[config.mk]
export PLATFORM = sky130hd
export DESIGN_NAME = block_transposition_cipher_unit
export DESIGN_NICKNAME = d
export VERILOG_FILES = /design/src/rtl/btc_pkg.sv /design/src/rtl/block_transposition_cipher_unit.sv /design/src/rtl/btc_front.sv /design/src/rtl/btc_blkq.sv /design/src/rtl/btc_back.sv
export VERILOG_INCLUDE_DIRS = /design/src /design/src/rtl
export SDC_FILE = /design/constraint.sdc
export NUM_CORES = 1
export LEC_CHECK = 0
export CAP_MARGIN = 15
export CORE_MARGIN = 2
export CORE_UTILIZATION = 55
export DETAILED_ROUTE_END_ITERATION = 10
export DONT_BUFFER_PORTS = 1
export GPL_TIMING_DRIVEN = 0
export PLACE_DENSITY = 0.69
export SETUP_SLACK_MARGIN = 0.05
export SLEW_MARGIN = 0
export SYNTH_ARGS = -nofsm -noshare
export SYNTH_HDL_FRONTEND = slang
export SYNTH_SLANG_ARGS = --single-unit
[constraint.sdc]
create_clock -name i_clk -period 11.53 [get_ports i_clk]
set_input_delay 2.306 -clock i_clk [delete_from_list [all_inputs] [get_ports i_clk]]
set_output_delay 2.306 -clock i_clk [all_outputs]
set_load 0.01 [all_outputs]
[src/rtl/assert_macros.svh]
// Assertion macros shared by the block transposition cipher RTL.
// Define ASSERT_OFF to compile the checks out.
`ifndef ASSERT_MACROS_SVH
`define ASSERT_MACROS_SVH
`ifndef ASSERT_OFF
// A property that must hold at every rising clock edge outside reset.
`define BTC_ASSERT(lbl, clk, rst_n, prop) \
    lbl: assert property (@(posedge clk) disable iff (!rst_n) prop) \
        else $error("block transposition cipher: property violated");
// A condition that must never be seen outside reset.
`define BTC_ASSERT_NEVER(lbl, clk, rst_n, expr) \
    lbl: assert property (@(posedge clk) disable iff (!rst_n) !(expr)) \
        else $error("block transposition cipher: forbidden condition seen");
`else
`define BTC_ASSERT(lbl, clk, rst_n, prop)
`define BTC_ASSERT_NEVER(lbl, clk, rst_n, expr)
`endif
`endif

[src/rtl/btc_pkg.sv]
package btc_pkg;

    localparam int MAX_KEY_LEN_DEF = 16;
    // Largest block length the key map can describe.
    localparam int MAX_KEY_LEN_TOP = 16;

    localparam int CHAR_W    = 8;
    localparam int LEN_REG_W = 5;
    localparam int KEY_W     = 4;
    localparam int KEY_MAP_W = 64;
    localparam int CNT_W     = $clog2(MAX_KEY_LEN_TOP + 1);
    localparam int CFG_IDX_W = 2;

    localparam logic [CFG_IDX_W-1:0] CFG_DIRECTION = 2'd0;
    localparam logic [CFG_IDX_W-1:0] CFG_BLOCK_LEN = 2'd1;
    localparam logic [CFG_IDX_W-1:0] CFG_KEY_MAP   = 2'd2;

    localparam logic DIR_ENCRYPT = 1'b0;
    localparam logic DIR_DECRYPT = 1'b1;

    localparam logic [CHAR_W-1:0]    PAD_CHAR      = 8'h5F;
    localparam logic                 RST_DIRECTION = DIR_ENCRYPT;
    localparam logic [LEN_REG_W-1:0] RST_BLOCK_LEN = 5'd1;
    localparam logic [KEY_MAP_W-1:0] RST_KEY_MAP   = 64'hFEDC_BA98_7654_3210;

    typedef enum logic [1:0] {
        ST_IDLE,
        ST_BUILD,
        ST_EMIT,
        ST_NONE
    } t_back_state;

    // Descriptor of a completed block: bytes held and end-of-text flag.
    typedef struct packed {
        logic             last;
        logic [CNT_W-1:0] n;
    } t_blk_desc;

    // Oldest queued block as seen by the back end.
    typedef struct packed {
        logic             valid;
        logic             last;
        logic [CNT_W-1:0] n;
    } t_blk_head;

    function automatic logic [KEY_W-1:0] key_at(input logic [KEY_MAP_W-1:0] km,
                                                input logic [KEY_W-1:0]     j);
        key_at = km[KEY_W*j +: KEY_W];
    endfunction

endpackage

[src/rtl/block_transposition_cipher_unit.sv]
// Block transposition cipher. Text bytes are transferred in on push/full with
// i_text_end marking the last byte; transformed bytes are transferred out on
// empty/pop, the oldest on o_out_char while empty is low. o_run_last flags the
// final result of a text, and o_no_char flags a lone marker result when the
// closing block yields no byte. Registers are written on i_cfg_we; the user
// must write them only while idle, since the block does not enforce it.
// A front end gathers bytes into one of two block banks and queues a block
// descriptor when block_len bytes or the end marker arrive. The back end
// works a block in two passes: it builds the permuted block one position per
// cycle, frees the bank, then sends one byte per cycle into a single output
// register while the receiver keeps that register free. It starts a new
// block only once the last byte of the previous one is in the register.
// While the back end works, the front end fills the other bank; full rises
// only when both banks hold unprocessed blocks. If the receiver stalls, the
// output register holds its result and the back end waits, then the queue
// fills and full stops input. Reset empties the queue and the output, clears
// the byte count and restores encrypt mode, block length one and an identity
// key. There is no clearing pass after reset.
module block_transposition_cipher_unit import btc_pkg::*; #(
    parameter int MAX_KEY_LEN = MAX_KEY_LEN_DEF
) (
    input  logic                 i_clk,
    input  logic                 i_rst_n,
    input  logic                 push,
    output logic                 full,
    input  logic [CHAR_W-1:0]    i_in_char,
    input  logic                 i_text_end,
    output logic                 empty,
    input  logic                 pop,
    output logic [CHAR_W-1:0]    o_out_char,
    output logic                 o_run_last,
    output logic                 o_no_char,
    input  logic                 i_cfg_we,
    input  logic [CFG_IDX_W-1:0] i_cfg_idx,
    input  logic [KEY_MAP_W-1:0] i_cfg_data
);

    localparam int IW = $clog2(MAX_KEY_LEN);

    logic                 r_dir;
    logic [LEN_REG_W-1:0] r_block_len;
    logic [KEY_MAP_W-1:0] r_key_map;
    logic [CNT_W-1:0]     len_eff;

    logic              wr_en, desc_push, blk_pop, q_full;
    logic [IW-1:0]     wr_addr, rd_addr;
    logic [CHAR_W-1:0] wr_data, rd_data;
    t_blk_desc         desc;
    t_blk_head         head;

    // Configuration registers. Unknown indexes are ignored.
    always_ff @(posedge i_clk) begin
        if (!i_rst_n) begin
            r_dir       <= RST_DIRECTION;
            r_block_len <= RST_BLOCK_LEN;
            r_key_map   <= RST_KEY_MAP;
        end else if (i_cfg_we) begin
            unique case (i_cfg_idx)
                CFG_DIRECTION: r_dir       <= i_cfg_data[0];
                CFG_BLOCK_LEN: r_block_len <= i_cfg_data[LEN_REG_W-1:0];
                CFG_KEY_MAP:   r_key_map   <= i_cfg_data;
                default: begin
                end
            endcase
        end
    end

    // A block length of zero acts as one; lengths beyond the key size are
    // clamped to it.
    always_comb begin
        if (r_block_len == '0) begin
            len_eff = CNT_W'(1);
        end else if (r_block_len > LEN_REG_W'(MAX_KEY_LEN)) begin
            len_eff = CNT_W'(MAX_KEY_LEN);
        end else begin
            len_eff = CNT_W'(r_block_len);
        end
    end

    assign full = q_full;

    btc_front #(.MAX_KEY_LEN(MAX_KEY_LEN)) u_front (
        .i_clk       (i_clk),
        .i_rst_n     (i_rst_n),
        .i_push      (push),
        .i_in_char   (i_in_char),
        .i_text_end  (i_text_end),
        .i_len       (len_eff),
        .i_q_full    (q_full),
        .o_wr_en     (wr_en),
        .o_wr_addr   (wr_addr),
        .o_wr_data   (wr_data),
        .o_desc_push (desc_push),
        .o_desc      (desc)
    );

    btc_blkq #(.MAX_KEY_LEN(MAX_KEY_LEN)) u_blkq (
        .i_clk       (i_clk),
        .i_rst_n     (i_rst_n),
        .i_wr_en     (wr_en),
        .i_wr_addr   (wr_addr),
        .i_wr_data   (wr_data),
        .i_desc_push (desc_push),
        .i_desc      (desc),
        .i_pop       (blk_pop),
        .i_rd_addr   (rd_addr),
        .o_rd_data   (rd_data),
        .o_head      (head),
        .o_full      (q_full)
    );

    btc_back #(.MAX_KEY_LEN(MAX_KEY_LEN)) u_back (
        .i_clk      (i_clk),
        .i_rst_n    (i_rst_n),
        .i_dir      (r_dir),
        .i_len      (len_eff),
        .i_key_map  (r_key_map),
        .i_head     (head),
        .i_rd_data  (rd_data),
        .i_pop      (pop),
        .o_rd_addr  (rd_addr),
        .o_blk_pop  (blk_pop),
        .o_empty    (empty),
        .o_out_char (o_out_char),
        .o_run_last (o_run_last),
        .o_no_char  (o_no_char)
    );

endmodule

[src/rtl/btc_front.sv]
module btc_front import btc_pkg::*; #(
    parameter int MAX_KEY_LEN = MAX_KEY_LEN_DEF
) (
    input  logic               i_clk,
    input  logic               i_rst_n,
    input  logic               i_push,
    input  logic [CHAR_W-1:0]  i_in_char,
    input  logic               i_text_end,
    input  logic [CNT_W-1:0]   i_len,
    input  logic               i_q_full,
    output logic               o_wr_en,
    output logic [$clog2(MAX_KEY_LEN)-1:0] o_wr_addr,
    output logic [CHAR_W-1:0]  o_wr_data,
    output logic               o_desc_push,
    output t_blk_desc          o_desc
);

    localparam int IW = $clog2(MAX_KEY_LEN);

    logic [CNT_W-1:0] r_fill, n_fill, fill_inc;
    logic             accept, room, done;

    assign accept   = i_push && !i_q_full;
    assign room     = (r_fill < CNT_W'(MAX_KEY_LEN));
    assign fill_inc = room ? r_fill + 1'b1 : r_fill;
    // A block closes on the end marker or once it holds block_len bytes.
    assign done     = i_text_end || (fill_inc >= i_len);

    assign o_wr_en     = accept && room;
    assign o_wr_addr   = r_fill[IW-1:0];
    assign o_wr_data   = i_in_char;
    assign o_desc_push = accept && done;
    assign o_desc.last = i_text_end;
    assign o_desc.n    = (fill_inc < i_len) ? fill_inc : i_len;

    always_comb begin
        n_fill = r_fill;
        if (accept) begin
            n_fill = done ? '0 : fill_inc;
        end
    end

    always_ff @(posedge i_clk) begin
        if (!i_rst_n) begin
            r_fill <= '0;
        end else begin
            r_fill <= n_fill;
        end
    end

endmodule

[src/rtl/btc_blkq.sv]
`include "assert_macros.svh"

module btc_blkq import btc_pkg::*; #(
    parameter int MAX_KEY_LEN = MAX_KEY_LEN_DEF
) (
    input  logic               i_clk,
    input  logic               i_rst_n,
    input  logic               i_wr_en,
    input  logic [$clog2(MAX_KEY_LEN)-1:0] i_wr_addr,
    input  logic [CHAR_W-1:0]  i_wr_data,
    input  logic               i_desc_push,
    input  t_blk_desc          i_desc,
    input  logic               i_pop,
    input  logic [$clog2(MAX_KEY_LEN)-1:0] i_rd_addr,
    output logic [CHAR_W-1:0]  o_rd_data,
    output t_blk_head          o_head,
    output logic               o_full
);

    // Two banks: the front fills one while the back reads the other.
    localparam int NBANK = 2;
    localparam int QCW   = $clog2(NBANK + 1);

    logic [CHAR_W-1:0] r_mem [NBANK][MAX_KEY_LEN];
    logic [CHAR_W-1:0] r_rd_data;
    t_blk_desc         r_desc [NBANK];
    logic              r_wr_bank, r_rd_bank;
    logic [QCW-1:0]    r_count;

    // The read address is sent ahead of need, so read data is registered.
    always_ff @(posedge i_clk) begin
        if (i_wr_en) begin
            r_mem[r_wr_bank][i_wr_addr] <= i_wr_data;
        end
        if (i_desc_push) begin
            r_desc[r_wr_bank] <= i_desc;
        end
        r_rd_data <= r_mem[r_rd_bank][i_rd_addr];
    end

    always_ff @(posedge i_clk) begin
        if (!i_rst_n) begin
            r_wr_bank <= 1'b0;
            r_rd_bank <= 1'b0;
            r_count   <= '0;
        end else begin
            if (i_desc_push) begin
                r_wr_bank <= ~r_wr_bank;
            end
            if (i_pop) begin
                r_rd_bank <= ~r_rd_bank;
            end
            if (i_desc_push && !i_pop) begin
                r_count <= r_count + 1'b1;
            end else if (i_pop && !i_desc_push) begin
                r_count <= r_count - 1'b1;
            end
        end
    end

    assign o_full      = (r_count == QCW'(NBANK));
    assign o_head.valid = (r_count != '0);
    assign o_head.last  = r_desc[r_rd_bank].last;
    assign o_head.n     = r_desc[r_rd_bank].n;
    assign o_rd_data    = r_rd_data;

    `BTC_ASSERT_NEVER(a_push_when_full, i_clk, i_rst_n, i_desc_push && o_full)
    `BTC_ASSERT_NEVER(a_write_when_full, i_clk, i_rst_n, i_wr_en && o_full)
    `BTC_ASSERT_NEVER(a_pop_when_empty, i_clk, i_rst_n, i_pop && !o_head.valid)

endmodule

[src/rtl/btc_back.sv]
`include "assert_macros.svh"

module btc_back import btc_pkg::*; #(
    parameter int MAX_KEY_LEN = MAX_KEY_LEN_DEF
) (
    input  logic                 i_clk,
    input  logic                 i_rst_n,
    input  logic                 i_dir,
    input  logic [CNT_W-1:0]     i_len,
    input  logic [KEY_MAP_W-1:0] i_key_map,
    input  t_blk_head            i_head,
    input  logic [CHAR_W-1:0]    i_rd_data,
    input  logic                 i_pop,
    output logic [$clog2(MAX_KEY_LEN)-1:0] o_rd_addr,
    output logic                 o_blk_pop,
    output logic                 o_empty,
    output logic [CHAR_W-1:0]    o_out_char,
    output logic                 o_run_last,
    output logic                 o_no_char
);

    localparam int IW   = $clog2(MAX_KEY_LEN);
    localparam int CMPW = (CNT_W > KEY_W) ? CNT_W : KEY_W;

    t_back_state       r_state, n_state;
    logic [CNT_W-1:0]  r_pos, n_pos, r_keep, n_keep, r_cnt, n_cnt, r_emit, n_emit;
    logic [CNT_W-1:0]  emit_inc, pos_inc, final_cnt, rd_pos;
    logic              r_last, n_last;
    logic [CHAR_W-1:0] r_tmp [MAX_KEY_LEN];
    logic              tmp_we, ld_char, ld_zero;
    logic              r_ov, n_ov, r_olast, n_olast, r_onone, n_onone;
    logic [CHAR_W-1:0] r_ochar;
    logic [KEY_W-1:0]  pos_key, rd_key, jsel;
    logic              found, r_found, pos_valid, at_end, out_free;
    logic [CHAR_W-1:0] pos_byte;

    // Work out the byte of the current block position. Encrypt gathers the
    // byte the key names; decrypt finds the last held byte keyed to here.
    // The bank address is looked up for the next position, so the bank data
    // and the decrypt match flag line up with r_pos in the cycle after.
    always_comb begin
        rd_pos  = (r_state == ST_BUILD) ? pos_inc : '0;
        pos_key = key_at(i_key_map, KEY_W'(r_pos));
        rd_key  = key_at(i_key_map, KEY_W'(rd_pos));
        found   = 1'b0;
        jsel    = '0;
        for (int j = 0; j < MAX_KEY_LEN; j++) begin
            if ((CNT_W'(j) < i_head.n) &&
                (CMPW'(key_at(i_key_map, KEY_W'(j))) == CMPW'(rd_pos))) begin
                found = 1'b1;
                jsel  = KEY_W'(j);
            end
        end
        if (i_dir == DIR_DECRYPT) begin
            pos_valid = r_found;
            o_rd_addr = IW'(jsel);
            pos_byte  = i_rd_data;
        end else begin
            pos_valid = 1'b1;
            o_rd_addr = IW'(rd_key);
            pos_byte  = (CMPW'(pos_key) < CMPW'(i_head.n)) ? i_rd_data : PAD_CHAR;
        end
    end

    assign pos_inc   = r_pos + 1'b1;
    assign emit_inc  = r_emit + 1'b1;
    assign at_end    = (r_pos == i_len) || !pos_valid;
    // On the last decrypted block, trailing pad bytes are cut off.
    assign final_cnt = ((i_dir == DIR_DECRYPT) && i_head.last) ? r_keep : r_pos;
    assign out_free  = !r_ov || i_pop;

    always_comb begin
        n_state   = r_state;
        n_pos     = r_pos;
        n_keep    = r_keep;
        n_cnt     = r_cnt;
        n_emit    = r_emit;
        n_last    = r_last;
        n_ov      = r_ov && !i_pop;
        n_olast   = r_olast;
        n_onone   = r_onone;
        tmp_we    = 1'b0;
        ld_char   = 1'b0;
        ld_zero   = 1'b0;
        o_blk_pop = 1'b0;
        unique case (r_state)
            ST_IDLE: begin
                if (i_head.valid) begin
                    n_state = ST_BUILD;
                    n_pos   = '0;
                    n_keep  = '0;
                end
            end
            ST_BUILD: begin
                if (at_end) begin
                    o_blk_pop = 1'b1;
                    n_last    = i_head.last;
                    n_cnt     = final_cnt;
                    n_emit    = '0;
                    if (final_cnt != '0) begin
                        n_state = ST_EMIT;
                    end else if (i_head.last) begin
                        n_state = ST_NONE;
                    end else begin
                        n_state = ST_IDLE;
                    end
                end else begin
                    tmp_we = 1'b1;
                    n_pos  = pos_inc;
                    if (pos_byte != PAD_CHAR) begin
                        n_keep = pos_inc;
                    end
                end
            end
            ST_EMIT: begin
                if (out_free) begin
                    n_ov    = 1'b1;
                    ld_char = 1'b1;
                    n_olast = r_last && (emit_inc == r_cnt);
                    n_onone = 1'b0;
                    if (emit_inc == r_cnt) begin
                        n_state = ST_IDLE;
                    end else begin
                        n_emit = emit_inc;
                    end
                end
            end
            ST_NONE: begin
                if (out_free) begin
                    n_ov    = 1'b1;
                    ld_zero = 1'b1;
                    n_olast = 1'b1;
                    n_onone = 1'b1;
                    n_state = ST_IDLE;
                end
            end
            default: begin
                n_state = ST_IDLE;
            end
        endcase
    end

    always_ff @(posedge i_clk) begin
        if (!i_rst_n) begin
            r_state <= ST_IDLE;
            r_ov    <= 1'b0;
        end else begin
            r_state <= n_state;
            r_ov    <= n_ov;
        end
    end

    always_ff @(posedge i_clk) begin
        r_pos   <= n_pos;
        r_keep  <= n_keep;
        r_cnt   <= n_cnt;
        r_emit  <= n_emit;
        r_last  <= n_last;
        r_olast <= n_olast;
        r_onone <= n_onone;
        r_found <= found;
        if (tmp_we) begin
            r_tmp[r_pos[IW-1:0]] <= pos_byte;
        end
        if (ld_char) begin
            r_ochar <= r_tmp[r_emit[IW-1:0]];
        end else if (ld_zero) begin
            r_ochar <= '0;
        end
    end

    assign o_empty    = !r_ov;
    assign o_out_char = r_ochar;
    assign o_run_last = r_olast;
    assign o_no_char  = r_onone;

    `BTC_ASSERT(a_build_has_block, i_clk, i_rst_n, (r_state == ST_BUILD) |-> i_head.valid)
    `BTC_ASSERT(a_emit_in_range, i_clk, i_rst_n, (r_state == ST_EMIT) |-> (r_emit < r_cnt))
    `BTC_ASSERT(a_out_held, i_clk, i_rst_n, (!o_empty && !i_pop) |=> $stable(o_out_char))

endmodule
* Word level (Yosys, flattened, before mapping) *
Memories as Yosys holds them, arrays and structs flattened. A register that Yosys moved wholly into a read port is not among the register bits.
Index checks and enable logic that the tools add are counted.

word-level totals
  bits in registers = 122
  RAM bits = 396
  bits of input ports = 80
  output and inout port bits = 12
  word-level logic and storage cells = 224
  memories kept = 3

operators by class
  add/sub/neg operators = 5
  magnitude comparators = 24
  equality and inequality tests = 33
  shift operators = 2
  mux-type cells = 79
  bitwise operators = 4
  reductions and logical operators = 55

memory list
  memory         depth  bits a word  read ports  clocked after memory_dff  write ports  RTL line        text
  u_blkq.r_mem   2      128          1           1                         1            btc_blkq.sv:24  logic [CHAR_W-1:0] r_mem [NBANK][MAX_KEY_LEN];
  u_back.r_tmp   16     8            1           1                         1            btc_back.sv:29  logic [CHAR_W-1:0] r_tmp [MAX_KEY_LEN];
  u_blkq.r_desc  2      6            1           1                         1            btc_blkq.sv:26  t_blk_desc r_desc [NBANK];

operators with widths
  cell                                                      count
  2-to-1 mux 128 bit                                        1
  variable part select 64 x 7 -> 4 bit                      2
  == test 4 x 5 -> 1 bit                                    16
  2-to-1 mux 5 bit                                          14
  2-to-1 mux 4 bit                                          16
  2-to-1 mux 8 bit                                          7
  < comparator 4 x 5 -> 1 bit, first input constant         8
  binary-select mux 8 bit (select 4 bit)                    1
  demux 8 bit (select 4 bit)                                1
  one-hot mux 5 bit (2 select lines)                        3
  logical AND 1 bit                                         25
  2-to-1 mux 1 bit                                          24
  < comparator 3 x 5 -> 1 bit, first input constant         4
  2-to-1 mux 2 bit                                          9
  adder 5 x 1 -> 5 bit, second input constant               3
  OR reduction 15 bit                                       1
  nonzero test 2 bit                                        6
  == test 5 bit                                             2
  greater-or-equal comparator 5 bit, second input constant  2
  < comparator 1 x 5 -> 1 bit, first input constant         2
  < comparator 2 x 5 -> 1 bit, first input constant         2
  NOT 4 -> 5 bit                                            2
  == test 2 bit, second input constant                      4
  inequality test 2 x 1 -> 1 bit, second input constant     4
  24 further kinds                                          43

* Logic depth before layout (Yosys ltp) *
  depth in word-level cells = 24
  depth in mapped cells = 20
  depth with buffers taken out = 15

* Cells and area by module *
Synthesis repeated with hierarchy kept, for this count alone.

unflattened totals
  cell total of the unflattened synthesis = 1510
  area total of the unflattened synthesis = 23421.2 um^2

modules (own cells, without submodules)
  module                           times used  cells each  area each (um^2)  sequential area each (um^2)
  btc_blkq                         1           459         10702.8           8308.0
  btc_back                         1           667         9093.7            4934.7
  block_transposition_cipher_unit  1           316         3017.9            1401.3
  btc_front                        1           68          606.8             100.1

* Least setup slack after synthesis *
No wires, ideal clock.

  kind = register to register
  from = reg u_back.r_pos[0]
  to = reg u_back.r_keep[0] (enable)
  arrival = 4.369 ns
  slack = 6.893 ns
  cell stages (with the launch flop) = 14
  buffers on the path = 3
  path through = edfxtp_1 -> buf_4 -> buf_2 -> buf_1 -> mux4_2 -> mux4_2 -> ha_1 -> a21o_1 -> a21o_1 -> a21oi_1 -> nor3_1 -> nor2b_1 -> or3b_2 -> o31a_1

between the ends
  cells in the longest elaborated chain, start to end = 7
  elaborated cells on any way between the ends = 10
  those cells by class = order compare: 1; eq/ne: 4; shift: 1; mux: 2; reduce/logical: 2

ends and longest elaborated chain
  item                                  RTL line         text
  start, declared                       btc_back.sv:26   logic [CNT_W-1:0] r_pos, n_pos, r_keep, n_keep, r_cnt, n_cnt, r_emit, n_emit;
  start signal, assigned                btc_back.sv:154  r_pos <= n_pos;
  variable part select 64 x 7 -> 4 bit  btc_pkg.sv:48    key_at = km[KEY_W*j +: KEY_W];
  < comparator 4 x 5 -> 1 bit           btc_back.sv:61   pos_byte = (CMPW'(pos_key) < CMPW'(i_head.n)) ? i_rd_data : PAD_CHAR;
  2-to-1 mux 8 bit                      btc_back.sv:61
  2-to-1 mux 8 bit                      btc_back.sv:54   if (i_dir == DIR_DECRYPT) begin
  net u_back.pos_byte[7]                btc_back.sv:35   logic [CHAR_W-1:0] pos_byte;
  inequality test 8 x 7 -> 1 bit        btc_back.sv:110  if (pos_byte != PAD_CHAR) begin
  inequality test 2 bit (no line)       --
  AND reduction 4 bit (no line)         --
  end signal, assigned                  btc_back.sv:155  r_keep <= n_keep;
  end, declared                         btc_back.sv:26

The timed path passes the listed nets, and every way through them passes these cells.
A chain may end at the register's enable or synchronous reset.

* Final worst setup path *
  from = reg u_back.r_pos[1]
  to = reg u_blkq.r_rd_data[7], in the netlist u_blkq.o_rd_data[7]

between the ends
  cells in the longest elaborated chain, start to end = 24
  elaborated cells on any way between the ends = 53
  those cells by class = add/sub: 1; eq/ne: 15; shift: 1; mux: 20; bitwise: 1; reduce/logical: 15

ends and longest elaborated chain
  item                                                      RTL line        text
  adder 5 x 1 -> 5 bit (*)                                  btc_back.sv:65  assign pos_inc = r_pos + 1'b1;
  2-to-1 mux 5 bit (*)                                      btc_back.sv:42  rd_pos = (r_state == ST_BUILD) ? pos_inc : '0;
  == test 4 x 5 -> 1 bit                                    btc_back.sv:49  (CMPW'(key_at(i_key_map, KEY_W'(j))) == CMPW'(rd_pos))) begin
  logical AND 1 bit                                         btc_back.sv:48  if ((CNT_W'(j) < i_head.n) &&
  2-to-1 mux 1 bit                                          btc_back.sv:48
  2-to-1 mux 4 bit (14 in series)                           btc_back.sv:48
  2-to-1 mux 4 bit (*)                                      btc_back.sv:54
  NOT 4 -> 5 bit (not written as such) (*)                  btc_blkq.sv:38  r_rd_data <= r_mem[r_rd_bank][i_rd_addr];
  binary-select mux 8 bit (select 4 bit) (*)                btc_blkq.sv:38
  2-to-1 mux 8 bit (not written as such) (*) (2 in series)  btc_blkq.sv:38
  end signal, assigned                                      btc_blkq.sv:38
  end, declared                                             btc_blkq.sv:25  logic [CHAR_W-1:0] r_rd_data;

Mark *: on every way between the ends. The rest lies on a longest branch, timed or not. The select of a mux whose other input is x is not followed.

==> results.py <==
metrics = {
    "logic_synthesis": {
        "synthesis.nets": 1783,
        "yosysUniqueCellTypes": 86,
        "yosysWarnings": 0,
        "seq_area_frac_synth_pct": 62.2,
        "synthesis.instances": 1685,
        "synthArstFlopShare_pct": 0,
        "synth_top_area_share_pct": 54.1,
        "synth_top_flop_cell": "edfxtp_1",
        "avgSynthCellArea_um2": 14.1,
        "synth_area_mm2": 0.0237,
        "ys_ff_latch": 523,
        "yosysTopAreaCell": "edfxtp_1",
        "synth_edf_count": 427,
        "synth_area_leaders": "edfxtp_1 (54%), mux4_2 (8.6%), dfxtp_1 (8.1%)",
    },
    "finish": {
        "multiInputGateArea_mm2": 0.00837,
        "fill_cells": 3235,
        "antennaDiodeCount": 0,
        "syn_to_final_growth_pct": 10.5,
        "finalNetCount": 1844,
        "regArea_mm2": 0.0147,
        "drive_above_1_share_pct": 16.0,
    },
    "worst_setup_path": {
        "cp_data_arrival_time_ns": 7.03,
        "cp-start-kind": "flop",
        "crit_required_ns": 12.00,
        "cp-end-kind": "flop",
        "cp_max_fo": 10,
        "criticalPathCategory": "reg2reg",
    },
    "global_routing": {
        "first_global_vias": 15059,
        "grt_start_max_net_pins": 33,
        "antenna_found_initial": 1,
        "grt-ovfl-total": 0,
        "grt.met3_usage_pct": 5.24,
        "grt.total_usage_pct": 29.2,
        "grt_use_met2_pct": 47.8,
        "use_met1_pct": 39.8,
        "grt.busiest_layer": "met2",
        "grt_pass1_wl_mm": 95.3,
    },
    "place": {
        "io_buffers": 0,
        "gp_congestion": 1.01,
        "hpwl_mm": 45.9,
    },
    "clock_network": {
        "clk-insertion-delay-late_ns": 0.61,
        "h-tree-depth": 2,
        "cts_resized": 0,
        "cts_num_sinks": 523,
        "clk_pin_slew_worst_paths_ns": 0.06,
        "tritoncts": "yes",
        "numCtsBuffers": 54,
        "cts_setup_buffers": 0,
        "root_buffer": "clkbuf_16",
        "cts_hold_buffers": 0,
        "clockBufferDepth": 3,
    },
    "sta": {
        "clock.fmax_mhz": 152,
        "max_slew_margin_pct": 21.5,
        "min_period_over_period_pct": 56.9,
        "finalHoldViolCount": 0,
        "slew_viol_final": 0,
        "max_slew.worst_pin.slew_ns": 1.17,
        "final.setup_skew_ns": 0.0101,
        "fin_crit_ns": 6.56,
        "finalSetupViolCount": 0,
        "rsz0062_at_grt": "no",
        "finalSetupTns_ns": 0,
    },
    "detailed_routing": {
        "dr.pass1.iters": 5,
        "drt-vias-per-instance": 6.43,
        "drtIter0Drc": 1323,
        "antenna_left": 0,
        "drc": 0,
        "vias": 15008,
        "routed_wl_mm": 63.7,
        "wl_per_cell_um": 27.3,
    },
    "job": {
        "max-cap-violations": 0,
    },
    "pwr": {
        "p_leak_nw": 8.85,
        "power.density_mw_per_mm2": 232,
        "vdd_drop_max_v": 0.000164,
        "p_total_mw": 6.08,
    },
    "die": {
        "io_pins": 92,
        "dieWidth_um": 212,
        "num_rows": 76,
        "dieArea_mm2": 0.0448,
        "die_h_um": 212,
        "start_util_pct": 55.4,
        "core_area_mm2": 0.0428,
    },
    "run_status": {
        "status": "finished clean",
    },
    "min_path": {
        "hold_class": "reg2reg",
    },
}
==> synth_stat cells, drive strengths merged, types with 35 or more instances <==
| cell | count |
|---|---|
| nor2 | 106 |
| edfxtp | 427 |
| clkbuf | 50 |
| inv | 35 |
| dfxtp | 96 |
| a21boi | 37 |
| nand2 | 173 |
| mux4 | 90 |
| buf | 44 |
| mux2i | 48 |
| mux2 | 57 |
| nor3 | 44 |
| xnor2 | 35 |
| nand3 | 50 |
==> final timing paths <==
path	startpoint	end	slack, ns	depth (start not counted)
setup / recovery	u_back.r_pos[1]	u_blkq.o_rd_data[7]	4.97	18
hold / removal	r_block_len[0]	r_block_len[0]	0.48	2
setup reg to reg	u_back.r_pos[1]	u_blkq.o_rd_data[7]	4.97	18
hold reg to reg	r_block_len[0]	r_block_len[0]	0.48	2
==> logic make-up (layout without fill, tap and decap cells) <==
kind of cell	count (synthesis)	after routing	synth area share (%)
compound gates	254	254	8.23
xor+xnor	51	51	1.95
simple gates	515	515	10.7
mux	195	195	13.5
flops	523	523	62.2
fa+ha+maj	18	18	0.950
buf+inv	129	231	2.50
==> layout make-up <==
| type | instances | area share, % |
|---|---|---|
| buffer | 94 | 1.76 |
| clock buffer | 65 | 5.57 |
| clock inverter | 32 | 1.13 |
| inverter | 35 | 0.502 |
| multi-input combinational | 1033 | 32.0 |
| sequential | 523 | 56.3 |
| tap | 546 | 2.61 |
| timing repair buffer | 5 | 0.158 |
==> power breakdown <==
group,internal (mW),leakage [nW],total (mW),switching (mW)
registers,2.31,4.65,2.40,0.0909
clock network,0.991,0.850,1.72,0.726
logic,0.754,3.35,1.96,1.20
total,4.06,8.85,6.08,2.02
==> placed cells by master, fill, tap and decap left out, types with 24 or more instances in the layout <==
cell type  instances
o21ai_0           24
nor2b_1           27
xnor2_1           34
nor2_1           105
clkbuf_16         57
nand3_1           50
mux2i_1           47
dfxtp_1           96
mux4_2            90
mux2_2            34
nand2_1          169
inv_1             31
nor3_1            44
clkbuf_1          56
edfxtp_1         427
a21boi_0          37
==> per-layer routing <==
metal / share of wire [%] / up-vias
met5: 0 / -
met4: 3.1 / 0
met3: 7.4 / 122
met2: 48 / 629
met1: 41 / 7615
li1: - / 6642
==> registers in the layout, indices dropped and copies added (netlist names), 8 cells and up, named ones only <==
register	cells
u_back.o_out_char	8
u_back.r_tmp	128
u_blkq.r_desc	12
u_blkq.r_mem	256
r_key_map	64
u_blkq.o_rd_data	8
==> through the flow <==
stage | setup slack, ns | hold slack (ns) | instances | instance area [µm²] | utilization, %
detailed placement | 5.18 | 0.472 | 2236 | 24400 | 57.1
global route | 4.71 | 0.504 | 2333 | 26200 | 61.2
CTS | 5.17 | 0.486 | 2333 | 26200 | 61.2
global placement | 5.19 | 0.458 | 2231 | 24400 | 57.0
floorplan | 6.89 | 0.439 | 1685 | 23700 | -
finish | 4.97 | 0.483 | 2333 | 26200 | 61.2
==> worst max-delay path: stages, from the launching register on <==
cell      delay, ns
edfxtp_1       0.40
clkbuf_1       0.74
inv_1          0.37
ha_1           0.44
buf_2          0.28
buf_2          0.34
nand3b_1       0.41
xor2_1         0.32
nand4_1        0.26
o31ai_1        0.29
o32ai_1        0.16
o2111a_1       0.22
o21bai_1       0.44
nor2_1         0.22
and3_1         0.23
clkbuf_1       0.20
a22oi_1        0.28
o221ai_1       0.26
or4b_1         0.54
(Power assumes the default switching activity.)
